File: config.mk
export PLATFORM = sky130hd
export DESIGN_NAME = bcm_div_pipe
export DESIGN_NICKNAME = d
export VERILOG_FILES = /design/src/rtl/core/bcm_div_pipe.sv
export SDC_FILE = /design/constraint.sdc
export NUM_CORES = 2
export LEC_CHECK = 0
export BUFFER_PORTS_ARGS = -buffer_cell sky130_fd_sc_hd__buf_2
export CAP_MARGIN = 10
export CORE_UTILIZATION = 69
export DETAILED_ROUTE_END_ITERATION = 8
export HOLD_SLACK_MARGIN = 0.06
export PLACE_DENSITY = 0.95
export RECOVER_POWER = 50
export SYNTH_ARGS = -nofsm -noshare
export SYNTH_HDL_FRONTEND = slang
export SYNTH_SLANG_ARGS = --single-unit
File: constraint.sdc
create_clock -name clk -period 6.7 [get_ports clk]
set_clock_uncertainty 0.15 [all_clocks]
set_input_delay 0.335 -clock clk [delete_from_list [all_inputs] [get_ports clk]]
set_output_delay 0.335 -clock clk [all_outputs]
set_load 0.02 [all_outputs]
File: src/rtl/core/bcm_div_pipe.sv
`timescale 1ns / 1ps
// bcm_div_pipe: pipelined restoring divider, one quotient bit per stage
// divisor is held steady by the caller; needs dividend < divisor << QW
module bcm_div_pipe #(
	parameter int NW   = 33,
	parameter int QW   = 32,
	parameter int DIVW = 31,
	parameter int SW   = 2
) (
	input  logic            clk,
	input  logic            arst_n,
	input  logic            en,
	input  logic            in_valid,
	input  logic [NW-1:0]   dividend,
	input  logic [DIVW-1:0] divisor,
	input  logic [SW-1:0]   in_side,
	output logic            out_valid,
	output logic [QW-1:0]   quotient,
	output logic [DIVW-1:0] remainder,
	output logic [SW-1:0]   out_side
);

	localparam int TW = NW - QW;

	logic [DIVW-1:0] rem_init;
	logic [DIVW-1:0] rem_s  [QW];
	logic [QW-1:0]   quo_s  [QW];
	logic [SW-1:0]   side_s [QW];
	logic            vld_s  [QW];

	// upper dividend bits seed the partial remainder
	if (TW >= DIVW) begin : g_trunc
		assign rem_init = dividend[QW +: DIVW];
	end else begin : g_ext
		assign rem_init = {{(DIVW-TW){1'b0}}, dividend[NW-1:QW]};
	end

	for (genvar k = 0; k < QW; k++) begin : g_stage
		logic [DIVW-1:0] rem_in;
		logic [QW-1:0]   quo_in;
		logic [SW-1:0]   side_in;
		logic            vld_in;
		logic [DIVW:0]   part;
		logic [DIVW:0]   diff;

		if (k == 0) begin : g_first
			assign rem_in  = rem_init;
			assign quo_in  = dividend[QW-1:0];
			assign side_in = in_side;
			assign vld_in  = in_valid;
		end else begin : g_next
			assign rem_in  = rem_s[k-1];
			assign quo_in  = quo_s[k-1];
			assign side_in = side_s[k-1];
			assign vld_in  = vld_s[k-1];
		end

		assign part = {rem_in, quo_in[QW-1]};
		assign diff = part - {1'b0, divisor};

		always_ff @(posedge clk or negedge arst_n) begin
			if (!arst_n) begin
				vld_s[k] <= 1'b0;
			end else if (en) begin
				vld_s[k] <= vld_in;
			end
		end

		always_ff @(posedge clk) begin
			if (en) begin
				rem_s[k]  <= diff[DIVW] ? part[DIVW-1:0] : diff[DIVW-1:0];
				quo_s[k]  <= {quo_in[QW-2:0], ~diff[DIVW]};
				side_s[k] <= side_in;
			end
		end
	end

	assign out_valid = vld_s[QW-1];
	assign quotient  = quo_s[QW-1];
	assign remainder = rem_s[QW-1];
	assign out_side  = side_s[QW-1];

endmodule

# Word level (Yosys, flattened, before mapping)
# Memory sizes are Yosys's and may differ from the RTL's.
# Index checks and enable logic that the tools add are counted.
[word_totals]
memories = 3
register_bits = 32
output_inout_bits = 66
ramBits = 2080
in_bits = 70
[op_classes]
n_bitwise = 32
muxes = 34
n_addsub = 32
[mem_list]
columns = ["name", "words", "word_bits", "rd", "rd_ports_with_merged_regs", "write_ports", "line_no", "source"]
rows = [
  ["quo_s", 32, 32, 32, 0, 32, "27", "logic [QW-1:0] quo_s [QW];"],
  ["rem_s", 32, 31, 32, 0, 32, "26", "logic [DIVW-1:0] rem_s [QW];"],
  ["side_s", 32, 2, 32, 0, 32, "28", "logic [SW-1:0] side_s [QW];"],
]
[ops]
columns = ["cell", "count"]
rows = [
  ["$mux W31", 32],
  ["$sub A32 B31 Y32", 31],
  ["$not A1 Y1", 32],
  ["$sub A2 B31 Y32", 1],
  ["$mux W1", 2],
]

# Longest topological paths before layout
# An unclocked memory read counts as a cell.
[depth]
ltp_word = 3
mapped_depth = 16
mapped_depth_nobuf = 15

# Worst setup path after synthesis
# No wires, ideal clock.
[synth_timing]
kind = "input port to flip-flop"
from = "in divisor[1]"
to = "mem rem_s[26][10], in the netlist rem_s[6][72] (data pin)"
path_slack_ns = 1.181
stages = 13
arrival_ns = 5.110
required_time_ns = 6.290
path_buffers = 1
setup_time_ns = 0.260
path_cell_list = "inv_1 > ha_1 > nor2b_1 > o31ai_2 > a21oi_1 > a31oi_1 > a2bb2oi_2 > o31ai_1 > a221o_1 > a221oi_2 > xnor2_1 > buf_2 > mux2_2"
[synth_lines]
columns = ["item", "line_no", "source"]
rows = [
  ["start: declaration", "15", "input logic [DIVW-1:0] divisor,"],
  ["end: declaration", "26", ""],
]

# Worst setup path in the final report
[layout_timing]
from = "in en"
to = "reg vld_s, in the netlist g_stage[28].vld_in"
[layout_lines]
columns = ["item", "line_no", "source"]
rows = [
  ["start: declaration", "12", "input logic en,"],
  ["end signal: indexed assignment", "65", "vld_s[k] <= vld_in;"],
  ["end: declaration", "29", "logic vld_s [QW];"],
]
# No word-level cell between the ends.

==> flow_summary.json <==
{
  "drtAntennaViolNets": 0,
  "reg2reg_from": "quo_s[2][63]$_DFFE_PP_",
  "grt_pass1_wl_um": 480000,
  "drv_slew": 649,
  "finalPower_mw": 75.2,
  "synth.largest_area_cell": "edfxtp_1",
  "finalCriticalPeriod_ns": 5.46,
  "post-dp-hpwl_um": 208000,
  "p_leak_nw": 52.6,
  "row_count": 153,
  "critPathKind": "in2reg",
  "place_ws_ns": 1.31,
  "start_util": 0.698,
  "max_freq_mhz": 183,
  "cp.arrival_ns": 6.08,
  "ys_ff_latch": 2112,
  "clockBufferDepth": 3,
  "slew-limit-headroom": -1.54,
  "grt_pass1_vias": 86800,
  "cts_buffers": 210,
  "end_kind": "flip-flop",
  "rr_worst_depth": 14,
  "drc": 8,
  "crit_path_end": "g_stage[28].vld_in$_DFFE_PN0P_",
  "rrSetupSlack_ns": 1.59,
  "ys_types": 115,
  "violations": "DRC, capacitance limit, slew limit",
  "setup_violations": 0,
  "syn_avg_cell_area_um2": 12.2,
  "post_route_cells_drive_above_1_share": 0.131,
  "die_area_mm2": 0.178,
  "firstDrtPassIters": 9,
  "io_buffers": 135,
  "p_per_area_mw_per_mm2": 563,
  "rsz0062_at_grt": "false",
  "start_kind": "input port",
  "routedWlPerCell_um": 24.1,
  "fin_ws_ns": 1.24,
  "tightest_slew_ns": 3.81,
  "vdd_drop_max_v": 0.000385,
  "crit_required_ns": 7.32,
  "critPathMaxFanout": 119,
  "hold_class": "reg2reg",
  "syn_area_mm2": 0.122,
  "crit_slowest_cell": "clkbuf_2",
  "root_buffer": "clkbuf_16",
  "max_cap_viol_count": 11,
  "gp_congestion": 0.983,
  "outcome": "finished with violations",
  "synthArstFlopShare": 0.0152,
  "syn_to_final_growth_pct": 9.74,
  "grt_max_degree": 197,
  "htreeDepth": 4,
  "pin_count": 136,
  "synth_top_area_frac": 0.513,
  "fin_setup_tns_ns": 0,
  "synthTopCellsByArea": "edfxtp_1, ha_1, mux2_2",
  "antenna_found_initial": 8,
  "timing.final.crit_share": 0.814,
  "vias": 86800,
  "critical-path-max-stage-delay_ns": 2.48,
  "grt_usage": 0.342,
  "core_area_mm2": 0.175,
  "dieHeight_um": 422,
  "cts_resized": 0,
  "tritoncts": "yes",
  "overflow": 0,
  "wirelength_um": 310000,
  "synth_warnings": 0,
  "worstReg2RegEnd": "rem_s[2][68]$_DFFE_PP_",
  "clk_latency_ns": 0.91,
  "nets": 11400,
  "viasPerCell": 6.74,
  "clock-sinks": 2112,
  "finalHoldViolCount": 0,
  "synth_edf_count": 2080,
  "clk_pin_slew_worst_paths_ns": 0.07,
  "crit_start": "en",
  "path_cells": "dlygate4sd3_1 > clkbuf_2 > clkbuf_1 > mux2_2",
  "ys_seq_area_frac": 0.519,
  "drtIter0Drc": 9686,
  "synthCells": 10000,
  "synth-main-ff-cell": "edfxtp_1",
  "die_x_um": 422
}
## power by group
part           internal, mW  leakage, nW  switching [mW]
clock                  6.88         3.41            5.37
combinational          17.9         28.4            21.3
sequential             21.0         20.8            2.84
## kinds of logic after synthesis
group / count (synthesis) / share of synthesized area
AOI/OAI and AO/OA: 2775 / 0.146
DFF: 2112 / 0.519
and+or+nand+nor: 1946 / 0.0778
xor gates and xnor gates: 844 / 0.0609
adders and majority gates: 995 / 0.104
muxes: 775 / 0.0728
buffers and inverters: 569 / 0.0193
other: 1 / 0.0000308
## registers in the layout, indices dropped and copies added (netlist names)
signal and flops:
rem_s 992, side_s 64, quo_s 1024, out_valid 1
g_stage.vld_in 31
## critical path: cells and delay by family
family	cells	cell delay, ns
buffers and inverters	3	4.92
muxes	1	0.48
## per-stage QoR
| step | hold WS (ns) | instances | cell area, um2 | utilization |
|---|---|---|---|---|
| floorplan | -0.111 | 10000 | 122000 | - |
| global placement | 0.245 | 12400 | 126000 | 0.721 |
| detailed placement | 0.255 | 12400 | 126000 | 0.721 |
| CTS | 0.252 | 12900 | 134000 | 0.767 |
| global route | 0.258 | 12900 | 134000 | 0.766 |
| finish | 0.236 | 12900 | 134000 | 0.766 |
## how the worst min path moves through the flow
stage | startpoint | to | slack, ns | cells after the start
3_3_place_gp | arst_n | out_valid$_DFFE_PN0P_ | 0.24 | 1
4_1_cts | quo_s[7][87]$_DFFE_PP_ | quo_s[7][120]$_DFFE_PP_ | 0.25 | 0
2_1_floorplan | arst_n | g_stage[10].vld_in$_DFFE_PN0P_ | -0.11 | 0
5_1_grt | quo_s[7][87]$_DFFE_PP_ | quo_s[7][120]$_DFFE_PP_ | 0.26 | 0
3_5_place_dp | quo_s[0][1]$_DFFE_PP_ | quo_s[0][34]$_DFFE_PP_ | 0.25 | 0
6_report | side_s[1][3]$_DFFE_PP_ | side_s[1][5]$_DFFE_PP_ | 0.24 | 0
## synthesized netlist by cell type (20+ instances only)
master	number
nor2b_1	131
mux2_4	49
mux2_1	23
a31oi_1	94
o21bai_1	122
nand2b_1	124
o31ai_1	69
buf_2	63
a31o_2	20
xor2_1	284
o21a_1	141
and4_1	25
and2_1	59
nand3_1	193
a211oi_1	65
nand2_1	519
edfxtp_1	2080
nor3_1	113
a21boi_0	22
o21ai_1	21
nor2_1	472
or2_2	20
fa_1	32
nand4_1	107
inv_1	324
ha_1	963
a2111oi_0	25
xnor2_1	557
a211o_1	23
and3_1	74
or3_1	39
clkbuf_1	150
o21ai_0	593
a21o_1	480
o211ai_1	49
mux2_2	664
a21oi_1	819
mux2i_1	38
dfrtp_1	32
## routing by layer
layer | part of all wire | vias up | GRT usage
met5 | 0.000042 | - | 0
met3 | 0.087 | 1456 | 0.0637
li1 | - | 39000 | -
met1 | 0.37 | 41500 | 0.417
met4 | 0.075 | 2 | 0.227
met2 | 0.47 | 4874 | 0.558
## repair_timing
item                      4_1_cts  5_1_grt
hold endpoints to repair      166        0
buffers inserted                0        0
hold buffers                   79        0
## layout make-up
| cell class | instances | area [um2] |
|---|---|---|
| diodes | 11 | 27.5 |
| clock buffers | 247 | 5470 |
| clock inverters | 148 | 1620 |
| fillers | 10300 | 40900 |
| inverters | 327 | 1230 |
| multi-input cells | 7349 | 56600 |
| flip-flops and latches | 2112 | 63300 |
| well taps | 2325 | 2910 |
| repair buffers | 355 | 2620 |
## placed cells by master, fill, tap and decap left out, types with 74 or more instances in the layout
cell and count:
edfxtp_1 2080, nand2_1 519, o21ai_0 593, nand4_1 107, a21o_1 480, xnor2_1 546
mux2_2 664, inv_1 294, a31oi_1 94, nand2b_1 124, xor2_1 273, clkbuf_16 212
o21a_1 141, nor2_1 472, clkbuf_1 110, o21bai_1 122, dlygate4sd3_1 78, buf_4 110
and3_1 74, nand3_1 193, a21oi_1 819, ha_1 963, nor2b_1 131, nor3_1 112
Power figures use the tool's default switching activity.
