### config.mk
export PLATFORM = sky130hd
export DESIGN_NAME = bcm_lvl_div
export DESIGN_NICKNAME = d
export VERILOG_FILES = /design/src/rtl/core/bcm_pkg.sv /design/src/rtl/core/bcm_lvl_div.sv
export SDC_FILE = /design/constraint.sdc
export NUM_CORES = 1
export LEC_CHECK = 0
export ABC_AREA = 1
export BUFFER_PORTS_ARGS = -buffer_cell sky130_fd_sc_hd__buf_2
export CORE_AREA = 2 2 168 170
export CTS_CLUSTER_SIZE = 28
export DETAILED_ROUTE_END_ITERATION = 10
export DIE_AREA = 0 0 170 172
export MAX_ROUTING_LAYER = met4
export PLACE_DENSITY = 0.72
export SYNTH_ARGS = -nofsm -noshare
export SYNTH_HDL_FRONTEND = slang
export SYNTH_SLANG_ARGS = --single-unit
export TNS_END_PERCENT = 1
### constraint.sdc
create_clock -name clk -period 3.3 [get_ports clk]
set_input_delay 0.165 -clock clk [delete_from_list [all_inputs] [get_ports clk]]
set_output_delay 0.165 -clock clk [all_outputs]
set_load 0.1 [all_outputs]
### src/rtl/core/bcm_pkg.sv
`timescale 1ns / 1ps
// bcm_pkg: shared types and constants of the banded rainbow colour map
// used by bcm_lvl_div and banded_rainbow_colormap; no dependencies
package bcm_pkg;

	localparam int MAX_COLORS = 4096;
	localparam int IDX_W      = $clog2(MAX_COLORS);
	localparam int CNT_W      = 13;
	localparam int WIDTH_W    = 31;
	localparam int LEVEL_W    = 32;

	typedef enum logic [2:0] {
		REG_MIN_LEVEL        = 3'd0,
		REG_MAX_LEVEL        = 3'd1,
		REG_SEGMENT_WIDTH    = 3'd2,
		REG_COLOR_COUNT      = 3'd3,
		REG_STRIPE_DIVISIONS = 3'd4
	} cfg_reg_t;

	typedef enum logic [1:0] {
		SPC_NONE,
		SPC_NAN,
		SPC_INF
	} special_t;

	typedef enum logic [1:0] {
		SEL_DIV,
		SEL_TOP,
		SEL_ZERO
	} idx_sel_t;

	typedef enum logic [1:0] {
		LVL_DIV,
		LVL_ZERO,
		LVL_NEG
	} lvl_mode_t;

	// segment count of the mapped range, as the index divider needs it
	typedef struct packed {
		lvl_mode_t           mode;
		logic [LEVEL_W-1:0]  segs;
	} lvl_info_t;

	typedef struct packed {
		logic [7:0] red;
		logic [7:0] green;
		logic [7:0] blue;
		logic [7:0] alpha;
	} rgba_t;

	localparam logic signed [LEVEL_W-1:0] RST_MIN_LEVEL        = 32'sd0;
	localparam logic signed [LEVEL_W-1:0] RST_MAX_LEVEL        = 32'sd65536;
	localparam logic [WIDTH_W-1:0]        RST_SEGMENT_WIDTH    = 31'd65536;
	localparam logic [CNT_W-1:0]          RST_COLOR_COUNT      = 13'd16;
	localparam logic [7:0]                RST_STRIPE_DIVISIONS = 8'd0;
	localparam logic [LEVEL_W-1:0]        RST_LVL_SEGS         = 32'd1;

	// 2 * 255 * 4 and 2 * 255 * 3: full and darkened channel gain
	localparam logic [10:0] CHAN_GAIN_FULL = 11'd2040;
	localparam logic [10:0] CHAN_GAIN_DARK = 11'd1530;

endpackage

### src/rtl/core/bcm_lvl_div.sv
`timescale 1ns / 1ps
// bcm_lvl_div: iterative divider for the segment count of the mapped range
// one quotient bit per cycle after a register write; uses bcm_pkg
module bcm_lvl_div (
	input  logic                     clk,
	input  logic                     arst_n,
	input  logic                     start,
	input  logic signed [31:0]       min_level,
	input  logic signed [31:0]       max_level,
	input  logic [30:0]              width,
	output logic                     busy,
	output bcm_pkg::lvl_info_t       info
);

	import bcm_pkg::*;

	localparam int STEPS = 33;
	localparam int CW    = $clog2(STEPS);

	logic [32:0]   diff;
	logic [33:0]   up;
	logic [32:0]   num;
	logic [31:0]   part;
	logic [31:0]   trial;
	logic [30:0]   rem_nx;
	logic [32:0]   quo_nx;

	logic [30:0]   rem_q;
	logic [32:0]   quo_q;
	logic [CW-1:0] step_q;
	logic          neg_q;
	logic          busy_q;
	lvl_info_t     info_q;

	always_comb begin
		diff   = {max_level[31], max_level} - {min_level[31], min_level};
		// ceiling for a rising range, plain floor of the magnitude otherwise
		up     = {1'b0, diff} + {3'b0, width} - 34'd1;
		num    = diff[32] ? (33'd0 - diff) : up[32:0];
		part   = {rem_q, quo_q[32]};
		trial  = part - {1'b0, width};
		rem_nx = trial[31] ? part[30:0] : trial[30:0];
		quo_nx = {quo_q[31:0], ~trial[31]};
	end

	always_ff @(posedge clk or negedge arst_n) begin
		if (!arst_n) begin
			busy_q      <= 1'b0;
			step_q      <= '0;
			info_q.mode <= LVL_DIV;
			info_q.segs <= RST_LVL_SEGS;
		end else if (start) begin
			busy_q <= 1'b1;
			step_q <= '0;
		end else if (busy_q) begin
			step_q <= step_q + CW'(1);
			if (step_q == CW'(STEPS-1)) begin
				busy_q      <= 1'b0;
				info_q.segs <= quo_nx[31:0];
				if (quo_nx == '0) begin
					info_q.mode <= LVL_ZERO;
				end else if (neg_q) begin
					info_q.mode <= LVL_NEG;
				end else begin
					info_q.mode <= LVL_DIV;
				end
			end
		end
	end

	always_ff @(posedge clk) begin
		if (start) begin
			rem_q <= '0;
			quo_q <= num;
			neg_q <= diff[32];
		end else if (busy_q) begin
			rem_q <= rem_nx;
			quo_q <= quo_nx;
		end
	end

	assign busy = busy_q;
	assign info = info_q;

endmodule

After elaboration in Yosys (flattened, before gate mapping)
Index checks and enable logic that the tools add are counted.

Register bits: 106. Input bits: 98.

Add/sub/neg operators: 6. Eq/ne operators: 1. Multiplexer cells: 11. Bitwise logic cells: 2. Reductions and logical operators: 3.

Operators with widths (number): $mux W33 (3); $add A33 B31 Y33 (1); $logic_not A33 Y1 (1); $sub A1 B33 Y33 const A (1); $sub A32 B32 Y33 (1); $sub A33 B1 Y33 const B (1); $sub A32 B31 Y32 (1); $mux W31 (1); $mux W6 (2); $add A6 B1 Y6 const B (1); $eq A6 B6 Y1 const B (1); $mux W2 (2); $mux W1 (3); $reduce_and A3 Y1 (1); $not A1 Y1 (2); $reduce_bool A2 Y1 (1).

Logic depth before layout (Yosys ltp)
Gate-level depths: netlist of run 1.

Word-level depth: 5. Depth in mapped cells: 29.

Worst setup path before layout of run 1
No wires, ideal clock.

Path kind: input -> register. From: in max_level[0]. To: reg quo_q[32], data pin. Setup time: 0.254 ns. Arrival: 3.345 ns. Setup slack: -0.299 ns. Stages: 26. Path buffers: 0. Cells stage by stage: inv_1 -> ha_1 -> fa_1 -> inv_1 -> nand3_1 -> nand2_4 -> nand2_4 -> nand2_4 -> nand2_1 -> nand2_1 -> nand2_1 -> nand2_1 -> inv_1 -> ha_1 -> inv_1 -> ha_1 -> nand2_1 -> nor4_1 -> nand4_1 -> nand3_1 -> a21oi_1 -> o21ai_0 -> nand2b_1 -> nand3_1 -> nand3_1 -> nand2_1.

Cells in the longest elaborated chain, start to end: 5. Elaborated cells between the ends (all ways): 6.

Ends and longest elaborated chain: from (decl) (line bcm_lvl_div.sv:9) `input logic signed [31:0] max_level,`; $sub A32 B32 Y33 * (line bcm_lvl_div.sv:36) `diff = {max_level[31], max_level} - {min_level[31], min_level};`; $add A33 B31 Y33 (line bcm_lvl_div.sv:38) `up = {1'b0, diff} + {3'b0, width} - 34'd1;`; $sub A33 B1 Y33 (line bcm_lvl_div.sv:38); $mux W33 * (line bcm_lvl_div.sv:39) `num = diff[32] ? (33'd0 - diff) : up[32:0];`; $mux W33 * (line bcm_lvl_div.sv:72) `if (start) begin`; to (signal assigned) (line bcm_lvl_div.sv:74) `quo_q <= num;`; to (signal assigned) (line bcm_lvl_div.sv:78) `quo_q <= quo_nx;`; to (decl) (line bcm_lvl_div.sv:29) `logic [32:0] quo_q;`.

Mark *: on every way between the ends. The rest lies on a longest branch, timed or not. A chain may end at the register's enable or synchronous reset.

Worst setup path after layout of run 1
Same ends and word-level chain as after synthesis.

==> reports/qor.yml, run 1 <==
synthesis:
  ys_ff_latch: 106
  postSynthNetCount: 2217
  ys_types: 51
  synth_warnings: 0
  synth_area_um2: 12400
  synth_area_leaders: "nand2_1, ha_1, inv_1"
  yosysTopAreaCell: "nand2_1"
  synth_top_cell_area_share: 0.182
  yosysSeqAreaShare: 0.214
  synth_edf_count: 34
  synthCells: 1997
  avgSynthCellArea_um2: 6.23
  ys_async_sr_fraction: 0.387
  ys.flop_type: "dfrtp_1"
route:
  wire_per_inst_um: 14.9
  route.detailed.drc: 0
  drt-total-wl_um: 40300
  dr.pass1.iters: 5
  viasPerCell: 5.09
  vias: 13800
  postRouteAntennaNets: 0
  drt_first_iter_violations: 1024
sta:
  fin_skew_ps: 9.08
  setup_viol: 3
  finalCritPeriodShare: 1.03
  slew_violations: 0
  finalWorstSetupSlack_ps: -89.3
  hold_viol_final: 0
  slew-limit-headroom: 0.416
  worstMarginPinSlew_ps: 876
  rsz0062_at_grt: "yes"
  fin_crit_ps: 3390
  fmax_mhz: 295
floorplan:
  core_area_um2: 27500
  ios: 133
  start_util: 0.453
  row_count: 61
  die_w_um: 170
  fp.dieH_um: 172
  die_area_um2: 29200
worst_setup_path:
  worstSetupEndpointType: "flop"
  cpLargestDelayFamily: "simple AND/OR/NAND/NOR gates"
  crit_top_cell: "nand2_4"
  critical_path_class: "primary input to flop"
  slowest_delay_ps: 420
  path_max_fanout: 4
  worst-path-buf-inv: 5
  start_kind: "primary input"
  required_ps: 3420
  arrival_ps: 3510
  cp_slowest_cell: "fa_2"
placement:
  dp_hpwl_um: 33300
  io_buffer_count: 132
  gp_congestion: 1.02
  placedCellCount: 2677
clocking:
  clk_path_buf_depth: 2
  clkTransAtPathRegs_ps: 80
  cts_tree: "built"
  h-tree-depth: 3
  clock_sinks: 106
  root_buffer: "clkbuf_16"
  clkLatencyLatePin_ps: 360
  cts_buffers: 9
global_route:
  gr-total-overflow: 0
  grt_max_degree: 64
  grtUsageTotal: 0.281
  grt_pass1_vias: 12600
  antenna_found_initial: 0
  grt_pass1_wl_um: 63300
pwr:
  finalPower_uw: 8700
  power_density_nw_per_um2: 531
  ir_drop_v: 0.000267
  p_leak_uw: 0.00880
finish:
  final_nets: 2576
  final_cells: 2707
  syn2layout_area_growth_pct: 31.7
  final_cell_mix: "nand2_1, inv_1, buf_4"
  n_antenna_cell: 0
  mostFrequentLayoutCell: "nand2_1"
  final_layout_size_suffix_gt1_frac: 0.269
job:
  maxCapViolations: 0
run_status:
  violations: "setup timing"
  status: "finished, violations left"
hold_path:
  hold_class: "primary input to flop"
-- registers in the layout (all words and copies together), names as in the netlist --
name,count
quo_q,33
busy,1
rem_q,31
neg_q,1
step_q,6
info,34
-- stage by stage --
step            util  setup TNS [ps]  setup WS (ps)  hold WS [ps]  cell area [µm²]
2_1_floorplan      -           -49.2          -33.0          -131            12500
3_3_place_gp   0.555           -9140           -567           321            15200
6_report       0.597           -94.9          -89.3           248            16400
5_1_grt        0.597           -2950           -227           275            16400
4_1_cts        0.570           -64.6          -42.2           242            15700
3_5_place_dp   0.555           -9910           -608           325            15200
-- final cells by class --
class	count	area, µm²
tap	346	433
inverter	377	1420
clock buffer	9	225
timing repair buffer	380	2550
multi-input combinational	1482	9040
fill	2639	11100
sequential	106	2670
clock inverter	7	52.6
-- per-layer routing --
metal / up-vias / global-route usage / wire [µm]
met2: 428 / 0.439 / 17500
met1: 6171 / 0.388 / 19600
met3: 62 / 0.0252 / 2080
met4: 0 / 0.0803 / 1140
met5: - / - / 0
li1: 7111 / - / -
-- where the power goes --
part / switching, µW / internal [µW]
Clock: 546 / 519
Combinational: 3240 / 2480
Sequential: 215 / 1710
Total: 4000 / 4710
-- synthesized netlist by cell type, types with 5 or more instances --
cell and instances:
nand3b_1 6, xnor2_1 26, nor2_4 7, edfxtp_1 34
dfxtp_1 31, inv_1 364, dfrtp_1 40, nor2_1 137
nand3_1 88, nor2_2 15, nand2_2 24, o21ai_1 17
a21oi_2 5, buf_2 12, nor3_1 18, o21bai_1 9
nand2_1 603, a21oi_1 115, ha_1 119, xor2_1 40
inv_2 11, nor4_1 12, nand4_1 24, clkbuf_1 19
nand2_4 6, a21o_1 11, nand3_2 15, o21ai_0 107
o211ai_1 34, a31oi_1 7
-- repair_timing --
item                                    in CTS  in global routing
endpoints found under the setup margin      18                 23
pin swaps                                    9                 30
endpoints found under the hold margin       40                  0
setup buffers                                2                 11
resized for setup                           29                139
hold buffers                                 1                  0
gates cloned                                 0                  0
-- cell families after synthesis --
logic type      after synthesis  share of synthesized area
simple gates                964                      0.336
buf+inv                     409                      0.125
compound gates              329                      0.152
fa+ha+maj                   122                      0.124
flops                       106                      0.214
xor+xnor                     67                     0.0477
-- worst paths after layout --
kind / from / end / slack, ps / depth (start not counted)
hold / removal: width[0] / rem_q[0] / 250 / 5
max in group asynchronous: arst_n / info[31] / 2280 / 2
setup / recovery: max_level[0] / quo_q[32] / -90 / 27
min in group asynchronous: arst_n / info[8] / 460 / 2
hold reg to reg: info[31] / info[31] / 470 / 2
setup reg to reg: rem_q[13] / rem_q[11] / 460 / 13
-- worst reg2reg max path, cell delays in order (launching register included) --
cell	delay, ps
dfxtp_1	330
ha_1	330
a21oi_1	230
a21boi_0	260
o21ai_0	150
nand2_1	90
nand3_2	160
a21oi_1	280
nand2_1	100
nand2_2	190
buf_4	320
nand2_1	100
o211ai_1	110
nand2_1	80
No activity file was read; power rests on OpenSTA's default activity.
==> run 2, diff against run 1 <==
- MAX_ROUTING_LAYER: met4 -> not set
- clock period: 3.3 -> 4.1 ns (I/O delays scaled with it)
==> run 2 against run 1 <==
  * The flow now finishes without violations
  * Worst hold slack improved by 88 ps
  * Flip-flop and latch count unchanged
  * Clock skew is 1.8 ps higher
  * Sequential share of layout area increased by 2.8 points
  * Die area unchanged
  * Highest routed layer unchanged
==> reports/qor.yml, run 2 (same netlist as run 1, synthesis figures left out) <==
route:
  route.detailed.drc: 0
  drt-total-wl_um: 37900
  dr.pass1.iters: 5
  postRouteAntennaNets: 0
  viasPerCell: 5.16
  vias: 12900
  wire_per_inst_um: 15.2
  drt_first_iter_violations: 925
clocking:
  cts_buffers: 9
  h-tree-depth: 3
  root_buffer: "clkbuf_16"
  clkLatencyLatePin_ps: 360
  cts_tree: "built"
  clkTransAtPathRegs_ps: 70
  clock_sinks: 106
  clk_path_buf_depth: 2
global_route:
  grtUsageMet2: 0.434
  grtUsageTotal: 0.264
  antenna_found_initial: 0
  grt_pass1_wl_um: 61300
  met1_usage: 0.373
  grt_max_degree: 64
  use_met3: 0.0220
  grt_busiest_layer: "met2"
  gr-total-overflow: 0
  grt_pass1_vias: 12000
sta:
  fin_skew_ps: 10.9
  slew-limit-headroom: 0.302
  finalCritPeriodShare: 0.909
  rsz0062_at_grt: "no"
  fmax_mhz: 268
  timing.hold.ws_ps: 336
  slew_violations: 0
  hold_viol_final: 0
  setup_viol: 0
  worstMarginPinSlew_ps: 1050
  final.setup.tns_ps: 0
  fin_crit_ps: 3730
worst_setup_path:
  required_ps: 4210
  critical_path_class: "primary input to flop"
  worstSetupEndpointType: "flop"
  arrival_ps: 3830
  path_max_fanout: 5
  start_kind: "primary input"
pwr:
  power_density_nw_per_um2: 432
  ir_drop_v: 0.000220
  finalPower_uw: 6020
  p_leak_uw: 0.00769
hold_path:
  hold_class: "primary input to flop"
placement:
  dp_hpwl_um: 31800
  io_buffer_count: 132
  gp_congestion: 0.931
floorplan:
  ios: 133
  row_count: 61
  die_w_um: 170
  start_util: 0.453
  die_area_um2: 29200
  fp.dieH_um: 172
  core_area_um2: 27500
finish:
  final_cell_mix: "nand2_1, inv_1, nor2_1"
  syn2layout_area_growth_pct: 12.1
  mostFrequentLayoutCell: "nand2_1"
  final_layout_size_suffix_gt1_frac: 0.129
  final_nets: 2361
  largest_reg_flops: 34
  fillCellCount: 2872
  n_antenna_cell: 0
job:
  maxCapViolations: 0
run_status:
  status: "completed"
## run 2: report_power, final
group          leakage (µW)  internal [µW]  total (µW)  switching [µW]
Clock              0.000137            436         864             428
Combinational       0.00637           1310        3620            2310
Sequential          0.00118           1380        1540             168
## run 2: area by class of cell
| type | instances | area [µm²] | share of cell area |
|---|---|---|---|
| multi-input combinational | 1482 | 8240 | 0.590 |
| clock inverter | 6 | 48.8 | 0.00350 |
| sequential | 106 | 2670 | 0.191 |
| tap | 346 | 433 | 0.0310 |
| clock buffer | 10 | 239 | 0.0171 |
| inverter | 377 | 1420 | 0.101 |
| timing repair buffer | 165 | 911 | 0.0653 |
## run 2: repair_timing
action,CTS,global route
hold buffers,1,0
endpoints found under the setup margin,0,5
buffers inserted,0,0
resized for setup,0,6
endpoints found under the hold margin,40,0
## run 2: metal layers
metal  part of all wire  vias up  wire length (µm)
li1                   -     6684                 -
met1               0.50     5793             18900
met2               0.44      346             16500
met3              0.043       34              1640
met4              0.021        0               799
met5                  0        -                 0
## run 2: path summary, 6_finish.rpt
path / start / slack, ps / depth (start not counted) / endpoint
min reg2reg: info[31] / 470 / 2 / info[31]
max: min_level[0] / 370 / 27 / quo_q[32]
min: width[0] / 340 / 5 / rem_q[0]
min in group asynchronous: arst_n / 490 / 2 / info[6]
max reg2reg: rem_q[1] / 1050 / 13 / quo_q[0]
max in group asynchronous: arst_n / 3050 / 2 / step_q[0]
## run 2: critical path, cell delays in order
cell and delay (ps):
buf_2 100, ha_1 210, fa_1 400, inv_1 120, nand3_1 120, nand2_4 120, nand2_4 60, nand2_4 70
nand2_1 60, nand2_1 80, nand2_1 50, nand2_1 70, inv_1 60, ha_1 270, inv_1 40, ha_1 400
nand2_1 140, nor4_1 210, buf_4 170, nand4_1 70, nand3_1 160, a21oi_2 90, o21ai_0 190, nand2b_1 130
nand3_1 70, nand3_1 100, nand2_1 60
## run 2: through the flow
stage | utilization | std cells | setup slack, ps | area (µm²)
detailed placement | 0.497 | 2475 | 47.2 | 13600
global placement | 0.497 | 2475 | 58.3 | 13600
CTS | 0.508 | 2492 | 401 | 13900
finish | 0.508 | 2492 | 373 | 14000
global route | 0.508 | 2492 | 1.01 | 14000
floorplan | - | 1997 | 461 | 12400
